<file path="config.mk">
export PLATFORM = sky130hd
export DESIGN_NAME = bihc_final
export DESIGN_NICKNAME = d
export VERILOG_FILES = /design/src/rtl/bihc_pkg.sv /design/src/rtl/bihc_final.sv
export SDC_FILE = /design/constraint.sdc
export NUM_CORES = 2
export LEC_CHECK = 0
export BUFFER_PORTS_ARGS = -buffer_cell sky130_fd_sc_hd__clkbuf_2
export CAP_MARGIN = 20
export CORE_UTILIZATION = 36
export CTS_BUF_LIST = sky130_fd_sc_hd__clkbuf_2
export DETAILED_ROUTE_END_ITERATION = 8
export SYNTH_ARGS = -nofsm -noshare
export SYNTH_HDL_FRONTEND = slang
export SYNTH_SLANG_ARGS = --single-unit
</file>
<file path="constraint.sdc">
create_clock -name clk_i -period 3.06 [get_ports clk_i]
set_input_delay 0.153 -clock clk_i [delete_from_list [all_inputs] [get_ports clk_i]]
set_output_delay 0.153 -clock clk_i [all_outputs]
set_load 0.01 [all_outputs]
</file>
<file path="src/rtl/bihc_pkg.sv">
// ----------------------------------------------------------------------------
// bihc_pkg: shared definitions for the boot image header checksum block
// Variant codes, command codes, seeds and the types passed between modules.
// ----------------------------------------------------------------------------
package bihc_pkg;

  localparam int TABLE_WORDS_DEF = 64;
  localparam int OUT_FIFO_DEPTH  = 8;
  localparam int WORD_W          = 32;
  localparam int VARIANT_W       = 3;

  localparam logic [VARIANT_W-1:0] VAR_6102 = 3'd0;
  localparam logic [VARIANT_W-1:0] VAR_6103 = 3'd1;
  localparam logic [VARIANT_W-1:0] VAR_6105 = 3'd2;
  localparam logic [VARIANT_W-1:0] VAR_6106 = 3'd3;

  localparam logic CMD_LOAD = 1'b0;
  localparam logic CMD_WORD = 1'b1;

  localparam logic [WORD_W-1:0] SEED_6102 = 32'hF8CA4DDC;
  localparam logic [WORD_W-1:0] SEED_6103 = 32'hA3886759;
  localparam logic [WORD_W-1:0] SEED_6105 = 32'hDF26F436;
  localparam logic [WORD_W-1:0] SEED_6106 = 32'h1FEA617A;

  // Control beat into the accumulator update stage
  typedef struct packed {
    logic valid;
    logic start;
    logic use_table;
  } acc_ctrl_t;

  // The six running accumulators
  typedef struct packed {
    logic [WORD_W-1:0] running_sum;
    logic [WORD_W-1:0] carry_count;
    logic [WORD_W-1:0] xor_acc;
    logic [WORD_W-1:0] rotate_sum;
    logic [WORD_W-1:0] mix_value;
    logic [WORD_W-1:0] table_mix_sum;
  } acc_state_t;

  // One result beat
  typedef struct packed {
    logic [WORD_W-1:0] first;
    logic [WORD_W-1:0] second;
  } result_t;

  function automatic logic known_variant(input logic [VARIANT_W-1:0] v);
    return (v == VAR_6102) || (v == VAR_6103) || (v == VAR_6105) || (v == VAR_6106);
  endfunction

  function automatic logic [WORD_W-1:0] seed_of(input logic [VARIANT_W-1:0] v);
    logic [WORD_W-1:0] s;
    case (v)
      VAR_6102: s = SEED_6102;
      VAR_6103: s = SEED_6103;
      VAR_6105: s = SEED_6105;
      VAR_6106: s = SEED_6106;
      default:  s = '0;
    endcase
    return s;
  endfunction

  // Rotate left by the low five bits of the word itself; zero is identity
  function automatic logic [WORD_W-1:0] self_rotate(input logic [WORD_W-1:0] w);
    logic [2*WORD_W-1:0] dbl;
    dbl = {w, w} << w[4:0];
    return dbl[2*WORD_W-1:WORD_W];
  endfunction

endpackage

</file>
<file path="src/rtl/bihc_final.sv">
// ----------------------------------------------------------------------------
// bihc_final: checksum finalization
// Registers the xor or product term, then combines it with the third term.
// ----------------------------------------------------------------------------
module bihc_final
  import bihc_pkg::*;
(
  input  logic                 clk_i,
  input  logic                 rst_ni,
  input  logic                 valid_i,
  input  logic [VARIANT_W-1:0] variant_i,
  input  acc_state_t           state_i,
  output logic                 valid_o,
  output result_t              result_o
);

  logic              valid_q;
  logic [WORD_W-1:0] x1_q, c1_q, x2_q, c2_q;
  logic              use_mul;
  logic              use_add;

  assign use_mul = (variant_i == VAR_6106);
  assign use_add = (variant_i == VAR_6103) || (variant_i == VAR_6106);

  always_ff @(posedge clk_i or negedge rst_ni) begin
    if (!rst_ni) begin
      valid_q <= 1'b0;
    end else begin
      valid_q <= valid_i;
    end
  end

  always_ff @(posedge clk_i) begin
    if (valid_i) begin
      x1_q <= use_mul ? state_i.running_sum * state_i.carry_count
                      : state_i.running_sum ^ state_i.carry_count;
      x2_q <= use_mul ? state_i.rotate_sum * state_i.mix_value
                      : state_i.rotate_sum ^ state_i.mix_value;
      c1_q <= state_i.xor_acc;
      c2_q <= state_i.table_mix_sum;
    end
  end

  assign valid_o         = valid_q;
  assign result_o.first  = use_add ? x1_q + c1_q : x1_q ^ c1_q;
  assign result_o.second = use_add ? x2_q + c2_q : x2_q ^ c2_q;

endmodule

</file>
* Word level (Yosys, flattened, before mapping) *
Cells that the tools add are included.

cells by class
  equal/unequal tests = 2
  reductions and logical operators = 1
  add/subtract/negate cells = 2
  bitwise gates (word level) = 4
  $mul = 2
  multiplexer cells = 4

operators by type and width
  kind                                                 number
  two-way mux 32 bit                                   4
  XOR 32 bit                                           4
  adder 32 bit                                         2
  multiplier 32 x 32 -> 32 bit                         2
  equality test 3 x 1 -> 1 bit, second input constant  1
  equality test 3 x 2 -> 1 bit, second input constant  1
  logical OR 1 bit                                     1

storage, ports and cells
  output and inout port bits = 65
  bits of input ports = 198
  flip-flop bits (word level) = 129
  logic and storage cells = 20

* Logic depth before layout (Yosys ltp) *
  depth in word-level cells = 3
  depth in mapped cells = 28
  depth with buffers taken out = 25

* Worst setup path after synthesis *
Ideal clock, no wire load.

  path kind = input port to flip-flop
  start = in state_i[76] (netlist name)
  end = reg x2_q[31], data pin
  path buffers = 2
  data required time = 2.793 ns
  arrival = 6.493 ns
  stages = 25
  path slack = -3.701 ns
  setup time = 0.267 ns
  cell sequence = clkbuf_1 > clkbuf_1 > and2_1 > fa_1 > fa_1 > fa_1 > inv_1 > fa_1 > inv_1 > fa_1 > inv_1 > fa_1 > inv_1 > fa_1 > fa_1 > ha_1 > nand4_1 > nor2_1 > o2111ai_1 > o211ai_1 > o211ai_1 > o21ai_0 > a31oi_1 > xnor2_1 > o21ai_0

between the ends
  cells in the longest elaborated chain, start to end = 2

RTL lines
  element                       line              text
  start: declaration            bihc_final.sv:12  input acc_state_t state_i,
  multiplier 32 x 32 -> 32 bit  bihc_final.sv:37  x2_q <= use_mul ? state_i.rotate_sum * state_i.mix_value
  two-way mux 32 bit            bihc_final.sv:37
  end signal: assignment        bihc_final.sv:37
  end: declaration              bihc_final.sv:18  logic [WORD_W-1:0] x1_q, c1_q, x2_q, c2_q;

No other way between the ends.
A chain may end at the register's enable or synchronous reset.

* Worst setup path after layout *
  start = in state_i[35] (netlist name)
  end = reg x2_q[31], data pin

Same word-level chain as after synthesis.

==> impl_metrics.ini <==
[yosys]
synth_seq_cells = 129
synth_top_area_frac = 0.4115
ys.flop_type = edfxtp_1
mappedNetlistArea_um2 = 39800
synth_edf_count = 128
yosys.area.top_type = fa_1
syn_avg_cell_area_um2 = 9.351
syn_inst = 4256
synth.yosys.seq_area_share = 0.09721
yosys-top-cells-count = 818 x fa_1, 797 x inv_1, 607 x and2_1
synth.distinct_cells = 73
async_flop_share = 0.007752
synthesis.nets = 5612
yosysWarnings = 0
yosysMostFrequentCell = fa_1
synthTopCellsByArea = fa_1 41%, ha_1 11%, edfxtp_1 9.7%, and2_1 9.5%, inv_1 7.5%

[clocking]
clk_pin_slew_worst_paths_ns = 0.23
cts_tree = yes
cts_buffers = 17
htreeDepth = 4
ctsLongestPathBuffers = 2
cts-root-buf = clkbuf_2
cts_sinks = 129

[grt]
grt-ovfl-total = 0
grt_max_degree = 68
grt_usage = 0.2361
grt_pass1_wl_mm = 201.9
antenna_found_initial = 8
grt_pass1_vias = 34470

[sta]
setup-violations-final = 102
fin_setup_tns_ns = -140.71
hold_violations = 0
relSlewSlack = 0.3830
setup_ws_ns = -2.888
period_needed_ns = 5.948
worst_pin_slew_ns = 0.9235
post-route-period-util = 1.944
max_freq_ghz = 0.1681
rsz0062_at_grt = true
maxSlewViolCount = 0

[die]
dieArea_um2 = 111900
row_count = 121
fp.dieH_um = 334.5
ioPinCount = 263
initial_core_util = 0.3646
coreArea_um2 = 109200
die_w_um = 334.5

[setup_path]
path_delay_family = adder cells
cp.required_ns = 3.59
crit_path_frequent_cell = fa_1
cpPeakStageDelay_ns = 0.59
crit_arrival_ns = 6.48
critPathBufInv = 7
cp-end-kind = flop
cp_slowest_cell = fa_1
worst_setup_path_start_kind = primary input
worst-setup-path-type = in2reg
cp_max_fo = 8

[final_layout]
final_core_util = 0.4799
stdcell_area_um2 = 52380
nets = 6379
area_growth_pct = 31.63
drive_gt1_frac = 0.2711

[placed_design]
preCtsSetupSlack_ns = -3.932
port_buffers = 262
gp_congestion = 0.9305
dpl_cell_area_um2 = 47480
dp_hpwl_mm = 107.3

[outcome]
status = finished, violations left
failed_checks = setup timing

[detailed_routing]
wire_per_inst_um = 20.27
drc = 0
antenna_left = 0
wl_mm = 132.0
vias = 32250
first_pass_iters = 6
vias_per_cell = 4.950
detail_route.iter0.violations = 2097

[run]
cap_viol_max_count = 0

[min_path]
holdCritPathClass = in2reg
-- flip-flops by register name (all words and copies together), names as in the netlist --
signal and cells:
x1_q 32, c1_q 32, c2_q 32, x2_q 32, valid_o 1
-- metrics by stage --
step,instances,hold WS (ns)
after global placement,6304,-0.07180
after floorplan,4256,-0.1426
final,6514,0.06356
after CTS,6471,0.004422
after detailed placement,6304,-0.07077
after global routing,6514,0.007071
-- tightest hold or removal path: stages --
cell	delay, ns
buf_8	0.09
buf_6	0.11
ha_1	0.21
nand2_1	0.06
o21ai_0	0.10
-- final timing paths --
check,end,slack (ns),cells past startpoint,start
min in group asynchronous,valid_o,0.16,3,rst_ni
min,x2_q[7],0.06,5,state_i[39]
max in group asynchronous,valid_o,2.80,3,rst_ni
max,x2_q[31],-2.89,25,state_i[35]
-- what timing repair did --
action / 4_1_cts / 5_1_grt
endpoints found under the setup margin: 104 / 107
gates cloned: 1 / 6
resized for setup: 419 / 325
buffers inserted: 44 / 53
pin swaps: 289 / 283
hold buffers: 96 / 2
hold endpoints to repair: 141 / 2
-- cells in the final DEF (no fill, tap or decap), drive strengths merged, types with 4 or more instances in the layout --
cell / count
o311ai: 4
nand2: 569
o2111ai: 6
fa: 818
o31ai: 13
and4: 4
buf: 658
o21a: 18
xor2: 101
o211ai: 11
clkbuf: 212
o21ai: 110
nor3: 15
and2: 607
a21o: 54
dlygate4sd3: 98
edfxtp: 128
ha: 340
a31oi: 10
a21oi: 99
inv: 803
and3: 10
a21boi: 7
xnor2: 158
or3: 6
nor2b: 12
a221oi: 5
nand4: 7
nand3: 15
a211oi: 12
nor2: 48
o21bai: 13
nand2b: 10
a41oi: 4
-- layer usage --
layer  share of wire  GRT usage  up-vias
met5         0.00023          0        -
met4           0.029    0.06032        6
met3           0.063    0.02116      219
met2            0.48     0.3985     1127
met1            0.43     0.3252    16440
li1                -          -    14460
-- layout make-up --
type                       instances  area, um^2
tap                             1476        1847
timing repair buffer             951        8386
antenna                            3       7.507
inverter                         797        2992
multi-input combinational       3127       35020
fill                           10010       56770
sequential                       129        3869
clock buffer                      17       85.08
clock inverter                    14       178.9
-- kinds of logic (layout without fill, tap and decap cells) --
| kind of cell | after synthesis | count (layout) | synth area share |
|---|---|---|---|
| compound gates | 394 | 394 | 0.06508 |
| mux | 1 | 1 | 0.0002515 |
| flops | 129 | 129 | 0.09721 |
| fa+ha+maj | 1158 | 1158 | 0.5184 |
| other cells | 0 | 3 | 0 |
| simple gates | 1315 | 1315 | 0.1677 |
| buf+inv | 1000 | 1779 | 0.09435 |
| xor+xnor | 259 | 259 | 0.05700 |
Power is left out: the tool's default activity adds up to more than one toggle a clock period on the data nets, which glitch-free logic cannot reach.
