[config.mk]
export PLATFORM = sky130hd
export DESIGN_NAME = bihc_out_fifo
export DESIGN_NICKNAME = d
export VERILOG_FILES = /design/src/rtl/bihc_pkg.sv /design/src/rtl/bihc_out_fifo.sv
export SDC_FILE = /design/constraint.sdc
export NUM_CORES = 1
export LEC_CHECK = 0
export ABC_AREA = 1
export BUFFER_PORTS_ARGS = -buffer_cell sky130_fd_sc_hd__buf_2
export CAP_MARGIN = 40
export CELL_PAD_IN_SITES_DETAIL_PLACEMENT = 1
export CELL_PAD_IN_SITES_GLOBAL_PLACEMENT = 1
export CORE_MARGIN = 4
export CORE_UTILIZATION = 43
export DETAILED_ROUTE_END_ITERATION = 12
export PLACE_DENSITY_LB_ADDON = 0.1
export RECOVER_POWER = 25
export SLEW_MARGIN = 15
export SYNTH_ARGS = -nofsm -noshare
export SYNTH_HDL_FRONTEND = slang
export SYNTH_SLANG_ARGS = --single-unit
[constraint.sdc]
create_clock -name clk_i -period 3.8 [get_ports clk_i]
set_clock_uncertainty 0.2 [all_clocks]
set_input_delay 0.76 -clock clk_i [delete_from_list [all_inputs] [get_ports clk_i]]
set_output_delay 0.76 -clock clk_i [all_outputs]
set_load 0.05 [all_outputs]
[src/rtl/bihc_pkg.sv]
// ----------------------------------------------------------------------------
// bihc_pkg: shared definitions for the boot image header checksum block
// Variant codes, command codes, seeds and the types passed between modules.
// ----------------------------------------------------------------------------
package bihc_pkg;

  localparam int TABLE_WORDS_DEF = 64;
  localparam int OUT_FIFO_DEPTH  = 8;
  localparam int WORD_W          = 32;
  localparam int VARIANT_W       = 3;

  localparam logic [VARIANT_W-1:0] VAR_6102 = 3'd0;
  localparam logic [VARIANT_W-1:0] VAR_6103 = 3'd1;
  localparam logic [VARIANT_W-1:0] VAR_6105 = 3'd2;
  localparam logic [VARIANT_W-1:0] VAR_6106 = 3'd3;

  localparam logic CMD_LOAD = 1'b0;
  localparam logic CMD_WORD = 1'b1;

  localparam logic [WORD_W-1:0] SEED_6102 = 32'hF8CA4DDC;
  localparam logic [WORD_W-1:0] SEED_6103 = 32'hA3886759;
  localparam logic [WORD_W-1:0] SEED_6105 = 32'hDF26F436;
  localparam logic [WORD_W-1:0] SEED_6106 = 32'h1FEA617A;

  // Control beat into the accumulator update stage
  typedef struct packed {
    logic valid;
    logic start;
    logic use_table;
  } acc_ctrl_t;

  // The six running accumulators
  typedef struct packed {
    logic [WORD_W-1:0] running_sum;
    logic [WORD_W-1:0] carry_count;
    logic [WORD_W-1:0] xor_acc;
    logic [WORD_W-1:0] rotate_sum;
    logic [WORD_W-1:0] mix_value;
    logic [WORD_W-1:0] table_mix_sum;
  } acc_state_t;

  // One result beat
  typedef struct packed {
    logic [WORD_W-1:0] first;
    logic [WORD_W-1:0] second;
  } result_t;

  function automatic logic known_variant(input logic [VARIANT_W-1:0] v);
    return (v == VAR_6102) || (v == VAR_6103) || (v == VAR_6105) || (v == VAR_6106);
  endfunction

  function automatic logic [WORD_W-1:0] seed_of(input logic [VARIANT_W-1:0] v);
    logic [WORD_W-1:0] s;
    case (v)
      VAR_6102: s = SEED_6102;
      VAR_6103: s = SEED_6103;
      VAR_6105: s = SEED_6105;
      VAR_6106: s = SEED_6106;
      default:  s = '0;
    endcase
    return s;
  endfunction

  // Rotate left by the low five bits of the word itself; zero is identity
  function automatic logic [WORD_W-1:0] self_rotate(input logic [WORD_W-1:0] w);
    logic [2*WORD_W-1:0] dbl;
    dbl = {w, w} << w[4:0];
    return dbl[2*WORD_W-1:WORD_W];
  endfunction

endpackage

[src/rtl/bihc_out_fifo.sv]
// ----------------------------------------------------------------------------
// bihc_out_fifo: result queue
// Small register queue that decouples the result pipeline from the receiver.
// ----------------------------------------------------------------------------
module bihc_out_fifo
  import bihc_pkg::*;
#(
  parameter int DEPTH = OUT_FIFO_DEPTH,
  parameter int PW    = $clog2(DEPTH)
) (
  input  logic    clk_i,
  input  logic    rst_ni,
  input  logic    push_i,
  input  result_t data_i,
  input  logic    pop_i,
  output logic    valid_o,
  output result_t data_o
);

  localparam int CW = $clog2(DEPTH + 1);

  result_t         buf_q [DEPTH];
  logic [PW-1:0]   wr_ptr_q, rd_ptr_q;
  logic [CW-1:0]   count_q;
  logic            do_pop;

  assign do_pop = pop_i && (count_q != '0);

  always_ff @(posedge clk_i) begin
    if (push_i) begin
      buf_q[wr_ptr_q] <= data_i;
    end
  end

  always_ff @(posedge clk_i or negedge rst_ni) begin
    if (!rst_ni) begin
      wr_ptr_q <= '0;
      rd_ptr_q <= '0;
      count_q  <= '0;
    end else begin
      if (push_i) begin
        wr_ptr_q <= (wr_ptr_q == PW'(DEPTH - 1)) ? '0 : wr_ptr_q + 1'b1;
      end
      if (do_pop) begin
        rd_ptr_q <= (rd_ptr_q == PW'(DEPTH - 1)) ? '0 : rd_ptr_q + 1'b1;
      end
      count_q <= count_q + CW'(push_i) - CW'(do_pop);
    end
  end

  assign valid_o = (count_q != '0);
  assign data_o  = buf_q[rd_ptr_q];

endmodule
Yosys cells after proc, flatten, opt, wreduce, memory -nomap -nowiden
Memories as Yosys holds them, arrays and structs flattened.
Cells that the tools add are included.
{ "classes": {"n_mux": 4, "n_reduce_logical": 2, "addsub": 4, "eq_ne": 2} }
{ "ops": {"columns": ["operator", "count"], "rows": [
  ["3-bit by 1-bit adder with 3-bit output (second input constant)", 2],
  ["3-bit equality test (second input constant)", 2],
  ["3-bit 2-to-1 mux", 2],
  ["4-bit by 1-bit adder with 4-bit output", 1],
  ["4-bit nonzero test", 1],
  ["4-bit by 1-bit subtractor with 4-bit output", 1],
  ["1-bit 2-to-1 mux", 2],
  ["1-bit logical AND", 1]
]} }
{ "totals": {"ramBits": 512, "register_bits": 10, "n_memories": 1, "wordCells": 16} }
{ "mem_list": {"columns": ["memory", "depth", "width", "read_ports", "rd_ports_with_merged_regs", "write_ports", "line", "source"], "rows": [
  ["buf_q", 8, 64, 1, 0, 1, "bihc_out_fifo.sv:22", "result_t buf_q [DEPTH];"]
]} }

Depth between registers and ports, before layout
{ "depth": {"word_depth": 3, "ltp_mapped": 11, "mapped_depth_nobuf": 11} }

Worst setup path after synthesis
OpenSTA, ideal clock, no wires.
{ "synth_path": {"path_kind": "input-to-reg", "start": "in push_i", "end": "mem buf_q[1][0] (netlist bit) (enable)", "cell_stages": 2, "t_arrival_ps": 3547, "slack_ps": -434, "path_buffers": 0, "cell_sequence": "nand2_1 nor2_1"} }
{ "synth_via": {"elab_chain_len": 2} }
{ "synth_lines": {"columns": ["item", "line", "source"], "rows": [
  ["start: declaration", "bihc_out_fifo.sv:13", "input logic push_i,"],
  ["1-bit 2-to-1 mux", "bihc_out_fifo.sv:30", "if (push_i) begin"],
  ["1-bit 2-to-1 mux (not written as such)", "bihc_out_fifo.sv:31", "buf_q[wr_ptr_q] <= data_i;"],
  ["end: declaration", "bihc_out_fifo.sv:22", null]
]} }
Every way passes these cells.

==> impl_metrics.ini <==
[die]
die_h_um = 238.8
io_pins = 133
die_width_um = 238.8
dieArea_um2 = 57010
core_um2 = 52660
placement_rows = 84
initial_core_util_pct = 43.49

[synth]
ys_types = 17
ys.flop_type = edfxtp_1
synth_top_area_share_pct = 67.14
yosysWarnings = 0
syn_inst = 2282
synth.top_cells.by_count = nand2_1, inv_1, edfxtp_1
synth_top_cell_by_area = edfxtp_1
synthTopCellsByArea = edfxtp_1, nand2_1, inv_1
syn_area_um2 = 22900
syn-num-nets = 2360
yosysSeqAreaShare_pct = 68.24
ys_seq_elements = 522
yosysMostFrequentCell = nand2_1
synth-edff-count = 512
syn_avg_cell_area_um2 = 10.03
synthArstFlopShare_pct = 1.916

[power_and_ir_drop]
leakagePower_nw = 11.99
power.switching_mw = 9.065
p_comb_share_pct = 41.2
seq_power_share_pct = 34.0
power.density_nw_per_um2 = 815.0
p_int_mw = 12.23
power_mw = 21.30
swShare_pct = 42.56
p_clk_share_pct = 24.8
ir_drop_mv = 0.4762

[clocking]
root_buffer = clkbuf_16
clock_latency_ps = 600
cts_buffer_depth = 3
cts_tree = done
htree_num_levels = 2
clk_pin_slew_ps = 60
cts_num_sinks = 522
cts_made_buffers = 57

[sta]
fin_ws_ps = 142.0
setup-violations-final = 0
period_share_pct = 96.26
period_needed_ps = 3658
slew_headroom_pct = 52.24
whs_ps = 249.7
worst_slew_pin_slew_ps = 714.7
hold_viol_final = 0
grt_setup_unrepaired = false
max_freq_mhz = 273.4
slew_violations = 0

[routing]
drc = 0
wl_um = 58140
num_vias = 15200
wire_per_inst_um = 18.50
ant_nets = 0
vias_per_cell = 4.835
first_iter_violations = 939
first_pass_iters = 4

[place]
gp_congestion = 0.7278
place_inst = 3037
place_ws_ps = 740.4
hpwlAfterDp_um = 31040
place_area_um2 = 24390
numPortBuffers = 132

[global_route]
grt_max_degree = 100
grt_usage_pct = 20.62
grt_remaining_overflow = 0
antenna_found_initial = 5
grt_pass1_vias = 16360
grt_pass1_wl_um = 91090

[setup_path]
cp-start-kind = flop
crit_type = flop to output port
crit_path_end_kind = output port
r2r_setup_slack_ps = 1390
critPathMaxFanout = 99
cp.required_ps = 2840
crit_arrival_ps = 2700

[layout]
final_layout_size_suffix_gt1_share_pct = 8.720
nets = 2487
instances_no_fill = 3143
syn2layout_area_growth_pct = 14.13
design_area_um2 = 26130

[run]
maxCapViolations = 0

[status]
status = finished clean

[worst_hold_path]
hp-class = input pin to flop
[worst max-delay path, stage by stage (launching register included)]
cell,delay (ps)
dfrtp_4,480
buf_16,350
buf_16,400
nand2_1,100
nand3_1,100
nand2_1,50
nand2_1,50
nand2_1,140
buf_2,250
[routing by layer]
metal / global-route usage (%) / up-vias / part of all wire, %
met1: 27.19 / 7557 / 45
met3: 3.357 / 72 / 4.3
met4: 5.084 / 8 / 1.8
met5: 0 / - / 0.088
met2: 35.93 / 219 / 49
li1: - / 7339 / -
[path summary, 6_finish.rpt]
check	startpoint	to	cells past startpoint
hold / removal	data_i[62]	buf_q[0][62]	1
min in group asynchronous	rst_ni	rd_ptr_q[0]	2
setup reg to reg	count_q[2]	count_q[2]	10
hold reg to reg	wr_ptr_q[0]	wr_ptr_q[0]	2
max in group asynchronous	rst_ni	rd_ptr_q[2]	2
setup / recovery	rd_ptr_q[0]	data_o[0]	8
[kinds of logic (layout without fill, tap and decap cells)]
group                      after synthesis  in the layout  share of synthesized area [%]
AOI/OAI and AO/OA                        7              7                         0.1530
xor gates and xnor gates                 2              2                        0.07651
adders and majority gates               10             10                         0.5792
buffers and inverters                  627            799                          11.27
DFF                                    522            522                          68.24
other                                    0              1                              0
and+or+nand+nor                       1114           1114                          19.68
[power by group through the flow]
stage / clock network [mW] / logic [mW] / registers [mW]
3_3_place_gp: 0 / 8.72 / 7.34
5_1_grt: 5.69 / 9.67 / 7.30
4_1_cts: 5.42 / 8.93 / 7.25
3_5_place_dp: 0 / 8.88 / 7.37
2_1_floorplan: 0 / 6.37 / 7.33
6_report: 5.28 / 8.77 / 7.25
[layout by cell type, fill, tap and decap left out, types with 13 or more instances in the layout]
| cell | netlist | routed |
|---|---|---|
| nand2_1 | 846 | 846 |
| inv_1 | 527 | 525 |
| edfxtp_1 | 512 | 512 |
| nand3_1 | 260 | 260 |
| buf_2 | 57 | 92 |
| clkbuf_16 | 0 | 57 |
| clkbuf_1 | 11 | 57 |
| buf_12 | 0 | 17 |
| buf_4 | 15 | 14 |
| clkinv_1 | 0 | 13 |
[final cells by class]
class	count	area, um2
fill	5838	26520
sequential	522	15640
multi-input combinational	1133	4752
inverter	528	1992
clock buffer	77	1531
timing repair buffer	167	1132
tap	688	860.8
clock inverter	27	226.5
antenna	1	2.502
[through the flow]
stage / utilization, % / TNS [ps]
floorplan: - / -218530
global placement: 46.33 / 0
detailed placement: 46.33 / 0
CTS: 49.69 / 0
global route: 49.63 / 0
finish: 49.63 / 0
[registers in the layout (all words and copies together), names as in the netlist]
| register | count |
|---|---|
| wr_ptr_q | 3 |
| rd_ptr_q | 3 |
| count_q | 4 |
| buf_q | 512 |
[timing repair]
| item | in CTS | in global routing |
|---|---|---|
| hold buffers | 1 | 0 |
| endpoints found under the hold margin | 10 | 0 |
| resized for setup | 0 | 3 |
| setup buffers | 0 | 0 |
| setup endpoints to repair | 0 | 12 |
No activity file was read; power rests on OpenSTA's default activity.
