**src/rtl/bihc_pkg.sv**
```systemverilog
// ----------------------------------------------------------------------------
// bihc_pkg: shared definitions for the boot image header checksum block
// Variant codes, command codes, seeds and the types passed between modules.
// ----------------------------------------------------------------------------
package bihc_pkg;

  localparam int TABLE_WORDS_DEF = 64;
  localparam int OUT_FIFO_DEPTH  = 8;
  localparam int WORD_W          = 32;
  localparam int VARIANT_W       = 3;

  localparam logic [VARIANT_W-1:0] VAR_6102 = 3'd0;
  localparam logic [VARIANT_W-1:0] VAR_6103 = 3'd1;
  localparam logic [VARIANT_W-1:0] VAR_6105 = 3'd2;
  localparam logic [VARIANT_W-1:0] VAR_6106 = 3'd3;

  localparam logic CMD_LOAD = 1'b0;
  localparam logic CMD_WORD = 1'b1;

  localparam logic [WORD_W-1:0] SEED_6102 = 32'hF8CA4DDC;
  localparam logic [WORD_W-1:0] SEED_6103 = 32'hA3886759;
  localparam logic [WORD_W-1:0] SEED_6105 = 32'hDF26F436;
  localparam logic [WORD_W-1:0] SEED_6106 = 32'h1FEA617A;

  // Control beat into the accumulator update stage
  typedef struct packed {
    logic valid;
    logic start;
    logic use_table;
  } acc_ctrl_t;

  // The six running accumulators
  typedef struct packed {
    logic [WORD_W-1:0] running_sum;
    logic [WORD_W-1:0] carry_count;
    logic [WORD_W-1:0] xor_acc;
    logic [WORD_W-1:0] rotate_sum;
    logic [WORD_W-1:0] mix_value;
    logic [WORD_W-1:0] table_mix_sum;
  } acc_state_t;

  // One result beat
  typedef struct packed {
    logic [WORD_W-1:0] first;
    logic [WORD_W-1:0] second;
  } result_t;

  function automatic logic known_variant(input logic [VARIANT_W-1:0] v);
    return (v == VAR_6102) || (v == VAR_6103) || (v == VAR_6105) || (v == VAR_6106);
  endfunction

  function automatic logic [WORD_W-1:0] seed_of(input logic [VARIANT_W-1:0] v);
    logic [WORD_W-1:0] s;
    case (v)
      VAR_6102: s = SEED_6102;
      VAR_6103: s = SEED_6103;
      VAR_6105: s = SEED_6105;
      VAR_6106: s = SEED_6106;
      default:  s = '0;
    endcase
    return s;
  endfunction

  // Rotate left by the low five bits of the word itself; zero is identity
  function automatic logic [WORD_W-1:0] self_rotate(input logic [WORD_W-1:0] w);
    logic [2*WORD_W-1:0] dbl;
    dbl = {w, w} << w[4:0];
    return dbl[2*WORD_W-1:WORD_W];
  endfunction

endpackage

```
**src/rtl/bihc_accum.sv**
```systemverilog
// ----------------------------------------------------------------------------
// bihc_accum: per-word accumulator update
// Seeds on run start, then folds one image word into the six accumulators.
// ----------------------------------------------------------------------------
module bihc_accum
  import bihc_pkg::*;
(
  input  logic              clk_i,
  input  logic              rst_ni,
  input  acc_ctrl_t         ctrl_i,
  input  logic [WORD_W-1:0] seed_i,
  input  logic [WORD_W-1:0] word_i,
  input  logic [WORD_W-1:0] rot_i,
  input  logic [WORD_W-1:0] table_word_i,
  output acc_state_t        state_o
);

  acc_state_t state_q, state_d, base;
  logic [WORD_W:0]   sum_ext;
  logic [WORD_W-1:0] rs_new;
  logic [WORD_W-1:0] tmix_term;

  always_comb begin
    if (ctrl_i.start) begin
      base = '{seed_i, seed_i, seed_i, seed_i, seed_i, seed_i};
    end else begin
      base = state_q;
    end

    sum_ext   = {1'b0, base.running_sum} + {1'b0, word_i};
    rs_new    = base.rotate_sum + rot_i;
    tmix_term = word_i ^ (ctrl_i.use_table ? table_word_i : rs_new);

    state_d.running_sum   = sum_ext[WORD_W-1:0];
    state_d.carry_count   = base.carry_count + {{(WORD_W-1){1'b0}}, sum_ext[WORD_W]};
    state_d.xor_acc       = base.xor_acc ^ word_i;
    state_d.rotate_sum    = rs_new;
    if (base.mix_value < word_i) begin
      state_d.mix_value = sum_ext[WORD_W-1:0] ^ word_i ^ base.mix_value;
    end else begin
      state_d.mix_value = base.mix_value ^ rot_i;
    end
    state_d.table_mix_sum = base.table_mix_sum + tmix_term;
  end

  always_ff @(posedge clk_i or negedge rst_ni) begin
    if (!rst_ni) begin
      state_q <= '0;
    end else if (ctrl_i.valid) begin
      state_q <= state_d;
    end
  end

  assign state_o = state_q;

endmodule

```
**config.mk**
```make
export PLATFORM = sky130hd
export DESIGN_NAME = bihc_accum
export DESIGN_NICKNAME = d
export VERILOG_FILES = /design/src/rtl/bihc_pkg.sv /design/src/rtl/bihc_accum.sv
export SDC_FILE = /design/constraint.sdc
export NUM_CORES = 1
export LEC_CHECK = 0
export ABC_AREA = 1
export BUFFER_PORTS_ARGS = -buffer_cell sky130_fd_sc_hd__buf_4
export CELL_PAD_IN_SITES_DETAIL_PLACEMENT = 1
export CELL_PAD_IN_SITES_GLOBAL_PLACEMENT = 2
export CORE_MARGIN = 10
export CORE_UTILIZATION = 33
export CTS_CLUSTER_DIAMETER = 120
export CTS_CLUSTER_SIZE = 10
export DETAILED_ROUTE_END_ITERATION = 6
export PLACE_DENSITY_LB_ADDON = 0.1
export SYNTH_ARGS = -nofsm -noshare
export SYNTH_HDL_FRONTEND = slang
export SYNTH_SLANG_ARGS = --single-unit
```
**constraint.sdc**
```tcl
create_clock -name clk_i -period 8.06 [get_ports clk_i]
set_input_delay 0.806 -clock clk_i [delete_from_list [all_inputs] [get_ports clk_i]]
set_output_delay 0.806 -clock clk_i [all_outputs]
set_load 0.01 [all_outputs]
```
Yosys cells after proc, flatten, opt, wreduce, memory -nomap -nowiden. Index checks and enable logic that the tools add are counted.

Bits in registers: 192. Logic and storage cells: 19. Output and inout bits: 192. Input bits: 133.

Mux-type cells: 3. Bitwise operators: 5. Order comparisons: 1. Add/subtract/negate cells: 4.

Operator list (count): $mux 192 (1); $xor 32x32->32 (5); $add 32x32->32 (2); $mux 32 (2); $add 32x32->33 (1); $add 32x1->32 (1); $lt 32x32->1 (1).

Logic depth before layout (Yosys ltp). Gate-level depths: netlist of the first run.

Depth after elaboration: 5. Mapped depth: 36. Mapped depth without buffers: 30.

Worst setup path before layout of the first run. OpenSTA, ideal clock, no wires.

Path kind: in2reg. Start point: input port ctrl_i[1] (netlist name). End point: register state_q (netlist bit state_o[18]). Library setup time: 118 ps. Path buffers: 5. Arrival time: 4884 ps. Stages on the path: 27. Slack: 3058 ps. Path through: inv_1 > buf_6 > buf_2 > buf_2 > clkbuf_1 > clkbuf_1 > nand2_1 > nand2_1 > ha_1 > o21ai_0 > o21ai_1 > a21oi_1 > o21bai_1 > xnor2_1 > nand2_1 > o211ai_1 > nand2_1 > ha_1 > nand2_1 > inv_1 > a21oi_1 > o21ai_0 > a21oi_1 > o21ai_0 > or2_2 > nand3_1 > nand2_1.

Cells in the longest elaborated chain, start to end: 5.

Ends and longest elaborated chain: start, declared (RTL line bihc_accum.sv:10) `input acc_ctrl_t ctrl_i,`; $mux 192 (*) (RTL line bihc_accum.sv:24) `if (ctrl_i.start) begin`; $add 32x32->32 (RTL line bihc_accum.sv:31) `rs_new = base.rotate_sum + rot_i;`; $mux 32 (RTL line bihc_accum.sv:32) `tmix_term = word_i ^ (ctrl_i.use_table ? table_word_i : rs_new);`; $xor 32x32->32 (RTL line bihc_accum.sv:32); $add 32x32->32 (*) (RTL line bihc_accum.sv:43) `state_d.table_mix_sum = base.table_mix_sum + tmix_term;`; end signal, assigned (RTL line bihc_accum.sv:50) `state_q <= state_d;`; end, declared (RTL line bihc_accum.sv:18) `acc_state_t state_q, state_d, base;`.

Every way passes the cells marked *; elsewhere a longest branch is shown, timed or not. A chain may end at the register's enable or synchronous reset.

Worst setup path in the final report of the first run.
Start point: input port ctrl_i[1] (netlist name). End point: register state_q (netlist bit state_o[15]).

The elaborated chain is that of the path after synthesis.

==> impl_metrics.ini, run 1 <==
[route]
drc = 0
drt_pre_antenna_iters = 5
drt-initial-drc-count = 1526
wl_per_cell_um = 23.5
vias = 21800
drt.antenna.violating_nets = 0
routed_wl_um = 97200
viasPerCell = 5.28

[timing]
setup_violations = 0
maxSlewHeadroom = 0.280
grt_setup_unrepaired = no
post-route-min-period_ns = 5.84
skew_ns = 0.0150
fmax_ghz = 0.171
fin_crit_sh = 0.724
worst_pin_slew_ns = 1.08
setup_tns_ns = 0
slew_viol_final = 0
hold_viol = 0
holdWs_ns = 0.289

[critical_path]
end_kind = flip-flop
crit_buf_inv = 1
r2r-start = state_o[64]
slowest_stage = a21boi_0
cp_common_cell = nand2_1
crit_family = compound AO/OA/AOI/OAI gates
cp_data_arrival_time_ns = 6.19
worst_setup_path_start_kind = input port
critPathKind = input port to flip-flop
crit_required_ns = 8.41
crit_fanout = 29
regToRegEndpoint = state_o[15]
r2r_setup_slack_ns = 2.67
max_stage_delay_ns = 0.64
cp_cell_sequence = buf_4, nand2_1, o21ai_0, ha_1, fa_1, nand2_1, nand2_1, o21ai_0, o21ai_1, a21oi_1, o21ai_1, xnor2_1, nand2_1, nand3_1, nand2_1, ha_1, a21oi_1, a21boi_0, a21boi_0, nand2_1, or2_2, nand3_1, o21ai_0
worstRegToRegCells = 22

[cells_and_area]
drive_gt1_frac = 0.129
largest_reg_flops = 192
area_growth_pct = 20.3
nFillCells = 7567
finalNetCount = 3631
design_area_sq_um = 22800

[logic_synthesis]
ys_seq_area_frac = 0.253
synth_nets = 3340
yosysTopAreaCell = dfrtp_1
ys_top_cells_by_area = dfrtp_1 25%, nand2_1 24%, ha_1 9.0%, inv_1 7.3%, nand3_1 6.2%
ys_warn_count = 0
synthFlopType = dfrtp_1
yosys.cell_types.count = 47
syn_inst = 3068
netlist_area_sq_um = 19000
synth-seq-cells = 192
synthArstFlopShare = 1.00
synth_edf_count = 0
syn_area_per_cell_sq_um = 6.19
synth_top_area_share = 0.253

[floorplanning]
die_x_um = 260
core_sq_um = 56700
std_cell_rows = 87
io_pins = 325
die_y_um = 260
floorplan.initialDensity = 0.335
die_area_sq_um = 67600

[global_routing]
grt_util_all_layers = 0.285
grt_overflow = 0
grt_pass1_vias = 23000
grt_max_degree = 202
grt_pass1_wl_um = 145000
antenna_found_initial = 5

[placement]
routabilityCongestion = 0.973
dp_hpwl_um = 79700
placed_area_sq_um = 22300
port_buffers = 324

[cts]
ctsHoldBuffers = 0
clock-root-buffer = clkbuf_16
cts_setup_buffers = 0
clockBufferDepth = 2
cts.sinks = 192
numCtsBuffers = 17
clk-insertion-delay-late_ns = 0.52
htree_levels = 4
cts_tree = done
clk_pin_slew_ns = 0.09
cts_resized = 0

[power]
leakage_nw = 12.8
power_density_nw_per_um2 = 262
ir_drop_mv = 0.203

[worst_hold_path]
hp-class = input port to asynchronous set/reset pin

[outcome]
status = completed

[run]
drv_cap = 0
==> cell usage after synthesis, drive strengths merged, types with 26 or more instances <==
library cell	n
buf	30
nand2	1252
xnor2	33
nor2	153
nand3	237
nor3	26
ha	136
o21ai	210
dfrtp	192
xor2	99
clkbuf	51
a21oi	130
inv	372
==> how the worst max path moves through the flow <==
stage,from,to,slack [ns],cells after the start
after floorplan,ctrl_i[1],state_o[18],3.06,27
after CTS,ctrl_i[1],state_o[23],2.39,24
after global routing,ctrl_i[1],state_o[23],2.00,27
after detailed placement,ctrl_i[1],state_o[23],1.86,24
after global placement,ctrl_i[1],state_o[15],1.92,21
final,ctrl_i[1],state_o[15],2.22,23
==> report_power, final <==
group          internal, mW  switching, mW  total (mW)
Clock                 0.448          0.482       0.930
Combinational          1.30           2.19        3.48
Sequential             1.25          0.323        1.57
Total                  2.99           2.99        5.98
==> logic make-up (layout without fill, tap and decap cells) <==
kind of cell	count (synthesis)	count (layout)	share of synthesized area
AO/OA/AOI/OAI	402	402	0.114
XOR/XNOR	138	138	0.0680
adder cells (fa/ha/maj)	139	139	0.0928
buffers and inverters	453	757	0.0935
flip-flops	192	192	0.253
multiplexers	2	2	0.00105
other	0	4	0
AND/OR/NAND/NOR	1742	1742	0.378
==> per-stage QoR <==
step / setup slack, ns / power (mW) / utilization / cells
after global routing: 2.00 / 6.47 / 0.403 / 4131
after detailed placement: 1.86 / 5.06 / 0.393 / 4096
after CTS: 2.39 / 6.01 / 0.403 / 4128
final: 2.22 / 5.98 / 0.403 / 4132
after global placement: 1.92 / 4.98 / 0.393 / 4096
after floorplan: 3.06 / 3.53 / - / 3068
==> layer usage <==
metal / up-vias / wire, um / share of wire / track usage
met1: 10800 / 44200 / 0.46 / 0.380
met4: 0 / 3140 / 0.032 / 0.102
met2: 524 / 45000 / 0.46 / 0.464
li1: 10400 / - / - / -
met5: - / 0 / 0 / 0
met3: 110 / 4830 / 0.050 / 0.0367
==> placed cells by master (no fill, tap or decap), types with 25 or more instances in the layout <==
cell type	instances
a21oi_1	129
buf_4	349
dfrtp_1	192
ha_1	136
inv_1	368
nand2_1	1237
nand3_1	235
nor2_1	144
nor3_1	25
o21ai_0	202
xnor2_1	33
xor2_1	99
==> final cells by class <==
| type | instances | area [sq um] | area share |
|---|---|---|---|
| antenna | 4 | 10.0 | 0.000438 |
| clock buffer | 19 | 453 | 0.0198 |
| clock inverter | 13 | 123 | 0.00537 |
| inverter | 372 | 1400 | 0.0614 |
| multi-input combinational | 2423 | 12400 | 0.543 |
| sequential | 192 | 4800 | 0.210 |
| tap | 756 | 946 | 0.0414 |
| timing repair buffer | 353 | 2690 | 0.118 |
Note: power is estimated with default switching activity, not from simulation.
==> inputs of run 2 (changes only) <==
ABC_AREA = 0   (was 1)
CORE_UTILIZATION = 30   (was 33)
clock period = 4.8 ns   (was 8.06 ns; I/O delays follow)
==> run 2 against run 1 <==
  * The run now ends with setup timing left
  * Combinational power is 140% higher
  * Design area is 15% higher
  * Via count is 5.9% lower
  * Clock skew is 0.0010 ns higher
  * Non-clock buffer count is 434 higher
  * Synthesized area is 3.1% lower
  * Hold slack better by 0.045 ns
  * Clock power is 70% higher
  * Critical path type is now flip-flop to flip-flop
  * Final cell count is 7.5% lower
==> impl_metrics.ini, run 2 <==
[critical_path]
crit_buf_inv = 4
critPathKind = flip-flop to flip-flop
r2r_setup_slack_ns = -0.27
regToRegEndpoint = state_o[31]
crit_family = compound AO/OA/AOI/OAI gates
cp_data_arrival_time_ns = 5.44
max_stage_delay_ns = 0.40
worstRegToRegCells = 26
worst_setup_path_start_kind = flip-flop
crit_required_ns = 5.16
end_kind = flip-flop
slowest_stage = dfrtp_1
crit_fanout = 4
r2r-start = state_o[64]

[timing]
holdWs_ns = 0.334
fmax_ghz = 0.197
fin_crit_sh = 1.06
post-route-min-period_ns = 5.07
hold_viol = 0
setup_violations = 11
fin_ws_ns = -0.273
slew_viol_final = 0
grt_setup_unrepaired = yes
maxSlewHeadroom = 0.197
skew_ns = 0.0161
worst_pin_slew_ns = 1.19

[floorplanning]
io_pins = 325
die_area_sq_um = 71700
die_y_um = 268
floorplan.initialDensity = 0.304
die_x_um = 268
core_sq_um = 60600
std_cell_rows = 90

[power]
p_int_mw = 7.01
p_clk_frac = 0.123
power_density_nw_per_um2 = 490
combinationalPowerShare = 0.661
switching_share = 0.454
p_sw_mw = 5.82
pwr-share-seq = 0.216
leakage_nw = 12.7
ir_drop_mv = 0.323

[cells_and_area]
finalNetCount = 3300
design_area_sq_um = 26200
drive_gt1_frac = 0.319
area_growth_pct = 42.1
largest_reg_flops = 192
layout_commonest_cell = buf_4
utilization = 0.432
final_cell_mix = 768 x buf_4, 334 x o21ai_0, 239 x nand2_1
antennaDiodeCount = 0

[cts]
clk_pin_slew_ns = 0.08
htree_levels = 4
clockBufferDepth = 2
clock-root-buffer = clkbuf_16
cts.sinks = 192
clk-insertion-delay-late_ns = 0.51
cts_tree = done
numCtsBuffers = 17

[logic_synthesis]
synth_common_cells = 367 x o21ai_0, 248 x nand2_1, 206 x inv_1
ys_seq_area_frac = 0.261
muxShareOfSynthArea = 0.0426
synth_adder_area_share = 0.0957
ys_top_cells_by_area = dfrtp_1 26%, o21ai_0 10%, ha_1 9.2%, xnor2_1 6.8%, nand2_1 5.1%
syn_inst = 2336
synth-seq-cells = 192
synth_edf_count = 0
synth_nets = 2608
synth-xor-area-share = 0.116
yosys.cell_types.count = 95
synthFlopType = dfrtp_1
synth-simple-area-share = 0.151
synth_top_area_share = 0.261
synth_top_family_by_area = compound AO/OA/AOI/OAI gates
netlist_area_sq_um = 18400
yosysMostFrequentCell = o21ai_0
synthArstFlopShare = 1.00
yosysTopAreaCell = dfrtp_1
ys_warn_count = 0
synth_compound_area_frac = 0.265
syn_area_per_cell_sq_um = 7.88

[global_routing]
antenna_found_initial = 3
grt_util_all_layers = 0.261
grt_pass1_vias = 21700
grt_pass1_wl_um = 141000
grt_max_degree = 100
grt_overflow = 0

[placement]
placed_area_sq_um = 24900
dp_hpwl_um = 77700
port_buffers = 324
pre_cts_ws_ns = -0.834
routabilityCongestion = 0.929

[worst_hold_path]
whs_path_depth = 4
hp-class = input port to flip-flop
min_to = state_o[64]
hp-start = rot_i[0]

[route]
drt_pre_antenna_iters = 5
drt-initial-drc-count = 1313
wl_per_cell_um = 25.0
drt.antenna.violating_nets = 0
routed_wl_um = 95500
drc = 0
vias = 20500
viasPerCell = 5.37

[outcome]
failed_checks = setup timing
status = finished, violations left

[run]
drv_cap = 0
## run 2: cell types whose count changed in the layout (fill, tap and decap cells not counted), sizes merged, moves of 27 or more
cell,previous run,this run
buf,352,784
mux2i,2,57
inv,378,209
xnor2,33,144
o21ai,210,377
a21o,6,43
nand2,1252,251
a21oi,130,157
nor3,26,73
nand3,237,56
nor2,153,84
## run 2: metrics by stage
stage,power (mW),instances,setup TNS (ns)
2_1_floorplan,6.78,2336,-5.07
3_3_place_gp,10.6,3768,-10.23
3_5_place_dp,10.8,3768,-15.15
4_1_cts,12.6,3805,-1.39
5_1_grt,13.7,3821,-4.61
6_report,12.8,3821,-1.70
## run 2: power groups by stage
stage | logic (mW) | clock network (mW) | registers (mW)
2_1_floorplan | 3.95 | 0 | 2.83
3_3_place_gp | 7.83 | 0 | 2.78
3_5_place_dp | 7.98 | 0 | 2.80
4_1_cts | 8.22 | 1.63 | 2.77
5_1_grt | 9.23 | 1.68 | 2.83
6_report | 8.47 | 1.58 | 2.77
## run 2: final cells by class
| type | count | area [sq um] |
|---|---|---|
| Multi-Input combinational cell | 1823 | 13000 |
| Inverter | 207 | 777 |
| Clock buffer | 21 | 460 |
| Fill cell | 7319 | 34400 |
| Tap cell | 782 | 978 |
| Sequential cell | 192 | 4800 |
| Clock inverter | 9 | 109 |
| Timing Repair Buffer | 787 | 6060 |
## run 2: worst max path at each step
stage | start | to | slack, ns | cells after the start
after detailed placement | ctrl_i[1] | state_o[31] | -0.83 | 23
after floorplan | ctrl_i[1] | state_o[30] | -0.47 | 28
after CTS | state_o[64] | state_o[28] | -0.24 | 26
final | state_o[64] | state_o[31] | -0.27 | 26
after global routing | state_o[64] | state_o[31] | -0.45 | 24
after global placement | ctrl_i[1] | state_o[30] | -0.68 | 26
## run 2: layer usage
metal / vias to the layer above / share of wire / GRT usage
met4: 4 / 0.026 / 0.0864
met5: - / 0.00024 / 0
met2: 438 / 0.48 / 0.448
met3: 91 / 0.040 / 0.0305
li1: 9654 / - / -
met1: 10300 / 0.45 / 0.336
## run 2: cell families (layout without fill, tap and decap cells)
| group | after synthesis | in the layout |
|---|---|---|
| AOI/OAI and AO/OA | 789 | 789 |
| xor gates and xnor gates | 232 | 232 |
| adders and majority gates | 139 | 139 |
| buffers and inverters | 321 | 1024 |
| DFF | 192 | 192 |
| muxes | 76 | 76 |
| and+or+nand+nor | 587 | 587 |
## run 2: repair_timing
action                                 4_1_cts  5_1_grt
gates resized for setup                     47       56
buffers inserted                             8       18
setup endpoints to repair                   13       27
hold buffers                                 1        0
pin swaps                                   28       71
endpoints found under the hold margin       43        0
## run 2: worst min-delay path, cell delays in order
cell	delay, ns
buf_4	0.10
ha_4	0.13
nand2_1	0.04
o21ai_0	0.06
==> inputs of run 3 (changes only) <==
ABC_AREA = 1   (was 0)
CORE_UTILIZATION = 28   (was 30)
==> run 3 against run 2 <==
  * The run now ends clean
  * Power decreased by 16%
  * Highest routed layer is now met4
  * Die area increased by 9.7%
  * Global-route usage increased by 1.0 points
  * Clock-buffer cell count decreased by 2
  * Clock power about the same
  * Non-clock buffer count decreased by 248
  * Design area decreased by 6.2%
  * Register-to-register slack improved by 0.61 ns
  * Sequential power decreased by 4%
  * Final cell count increased by 16%
  * Via count increased by 8.7%
  * Critical path type unchanged
  * Clock skew increased by 0.0042 ns
==> impl_metrics.ini, run 3 (synthesis results as in run 1) <==
[power]
power_density_nw_per_um2 = 437
p_clk_frac = 0.149
total_power_mw = 10.7
p_int_mw = 5.43
pwr-share-seq = 0.248
leakage_nw = 13.7
ir_drop_mv = 0.212
switching_share = 0.494
combinationalPowerShare = 0.603
p_sw_mw = 5.29

[critical_path]
end_kind = flip-flop
max_stage_delay_ns = 0.37
crit_fanout = 5
cp_common_cell = nand2_1
cp_cell_sequence = inv_1, o21ai_0, ha_2, buf_4, nand3_1, nand2_1, buf_4, nand2_1, nand2_1, nand2_1, nand2_1, a21oi_1, xnor2_1, mux2i_1, xor2_1, ha_1, a21oi_1, o21ai_0, o21bai_1, a21oi_1, nand2_1, or2_2, nand3_1, o21ai_0
crit_buf_inv = 3
crit_required_ns = 5.17
worst_setup_path_start_kind = flip-flop
critPathKind = flip-flop to flip-flop
crit_family = compound AO/OA/AOI/OAI gates
cp_data_arrival_time_ns = 4.84
slowest_stage = dfrtp_1

[route]
routed_wl_um = 108000
drt-initial-drc-count = 1523
viasPerCell = 5.04
drt_pre_antenna_iters = 5
drc = 0
wl_per_cell_um = 24.4
vias = 22300
drt.antenna.violating_nets = 0

[timing]
hold_viol = 0
setup_violations = 0
slew_viol_final = 0
fin_ws_ns = 0.337
maxSlewHeadroom = 0.335
post-route-min-period_ns = 4.46
fin_crit_sh = 0.930
skew_ns = 0.0203
grt_setup_unrepaired = no
fmax_ghz = 0.224
worst_pin_slew_ns = 0.997

[cells_and_area]
layout_commonest_cell = nand2_1
largest_reg_flops = 192
utilization = 0.365
nFillCells = 8688
design_area_sq_um = 24500
final_cells = 4433
finalNetCount = 3817
drive_gt1_frac = 0.178
area_growth_pct = 29.2
final_cell_mix = 1,235 x nand2_1, 529 x buf_4, 368 x inv_1

[global_routing]
antenna_found_initial = 1
grt_pass1_wl_um = 157000
grt_pass1_vias = 23300
grt_util_all_layers = 0.272
grt_overflow = 0
grt_max_degree = 90

[cts]
cts_tree = done
clock-root-buffer = clkbuf_16
htree_levels = 4
clockBufferDepth = 2
clk-insertion-delay-late_ns = 0.52
numCtsBuffers = 17
clk_pin_slew_ns = 0.09
cts.sinks = 192

[worst_hold_path]
hp-class = input port to flip-flop

[placement]
dp_hpwl_um = 91600
port_buffers = 324
dpl.cell_count = 4397
pre_cts_ws_ns = -0.333
placed_area_sq_um = 23900
routabilityCongestion = 0.954

[outcome]
status = completed

[run]
drv_cap = 0

[floorplanning]
floorplan.initialDensity = 0.283
core_sq_um = 67200
io_pins = 325
die_area_sq_um = 78600
std_cell_rows = 95
die_x_um = 280
die_y_um = 280
## run 3: cell count changes in the layout (fill, tap and decap cells not counted), sizes merged, moves of 27 or more
cell / delta
nand2: +1001
nor3: -47
a21o: -37
nand3: +181
mux2i: -55
o21ai: -167
inv: +168
buf: -247
xnor2: -111
a21oi: -27
nor2: +69
## run 3: power by group through the flow
stage | Clock, mW | Sequential (mW) | Combinational (mW)
finish | 1.60 | 2.66 | 6.46
global route | 1.70 | 2.72 | 7.17
CTS | 1.66 | 2.66 | 6.44
detailed placement | 0 | 2.68 | 6.41
global placement | 0 | 2.67 | 6.30
floorplan | 0 | 2.68 | 3.26
## run 3: layout make-up
| cell class | instances | area, sq um | share of cell area |
|---|---|---|---|
| Inverter | 372 | 1400 | 0.0572 |
| Tap cell | 873 | 1090 | 0.0445 |
| Clock buffer | 19 | 433 | 0.0176 |
| Timing Repair Buffer | 539 | 4160 | 0.169 |
| Multi-Input combinational cell | 2423 | 12500 | 0.509 |
| Antenna cell | 2 | 5.00 | 0.000204 |
| Sequential cell | 192 | 4800 | 0.196 |
| Clock inverter | 13 | 151 | 0.00617 |
## run 3: through the flow
stage               setup TNS [ns]  hold WS (ns)
detailed placement           -1.83         0.505
finish                           0         0.273
global route                     0         0.277
global placement             -1.25         0.489
CTS                              0         0.243
floorplan                        0         0.184
## run 3: path summary, 6_finish.rpt
kind / from / to / slack [ns] / depth (start not counted)
max: state_o[64] / state_o[22] / 0.34 / 24
min: ctrl_i[2] / state_o[191] / 0.27 / 2
max reg2reg: state_o[64] / state_o[22] / 0.34 / 24
min reg2reg: state_o[127] / state_o[127] / 0.52 / 2
max in group asynchronous: rst_ni / state_o[13] / 3.05 / 3
min in group asynchronous: rst_ni / state_o[150] / 0.51 / 2
## run 3: worst register-to-register path: cells and delay by family (launching register included)
kind	cells	cell delay, ns
mux	1	0.14
simple gates	9	1.13
compound gates	7	1.26
xor+xnor	2	0.50
fa+ha+maj	2	0.62
buf+inv	3	0.30
flops	1	0.37
## run 3: metal layers
| metal | routed length, um | GRT usage |
|---|---|---|
| met5 | 0 | 0 |
| met3 | 5300 | 0.0431 |
| met1 | 51400 | 0.372 |
| met4 | 1880 | 0.0644 |
| met2 | 49400 | 0.440 |
## run 3: timing repair
item / in CTS / in global routing
pin swaps: 0 / 2
hold buffers: 1 / 0
hold endpoints to repair: 19 / 0
resized for setup: 1 / 22
setup endpoints to repair: 1 / 16
buffers inserted: 0 / 1
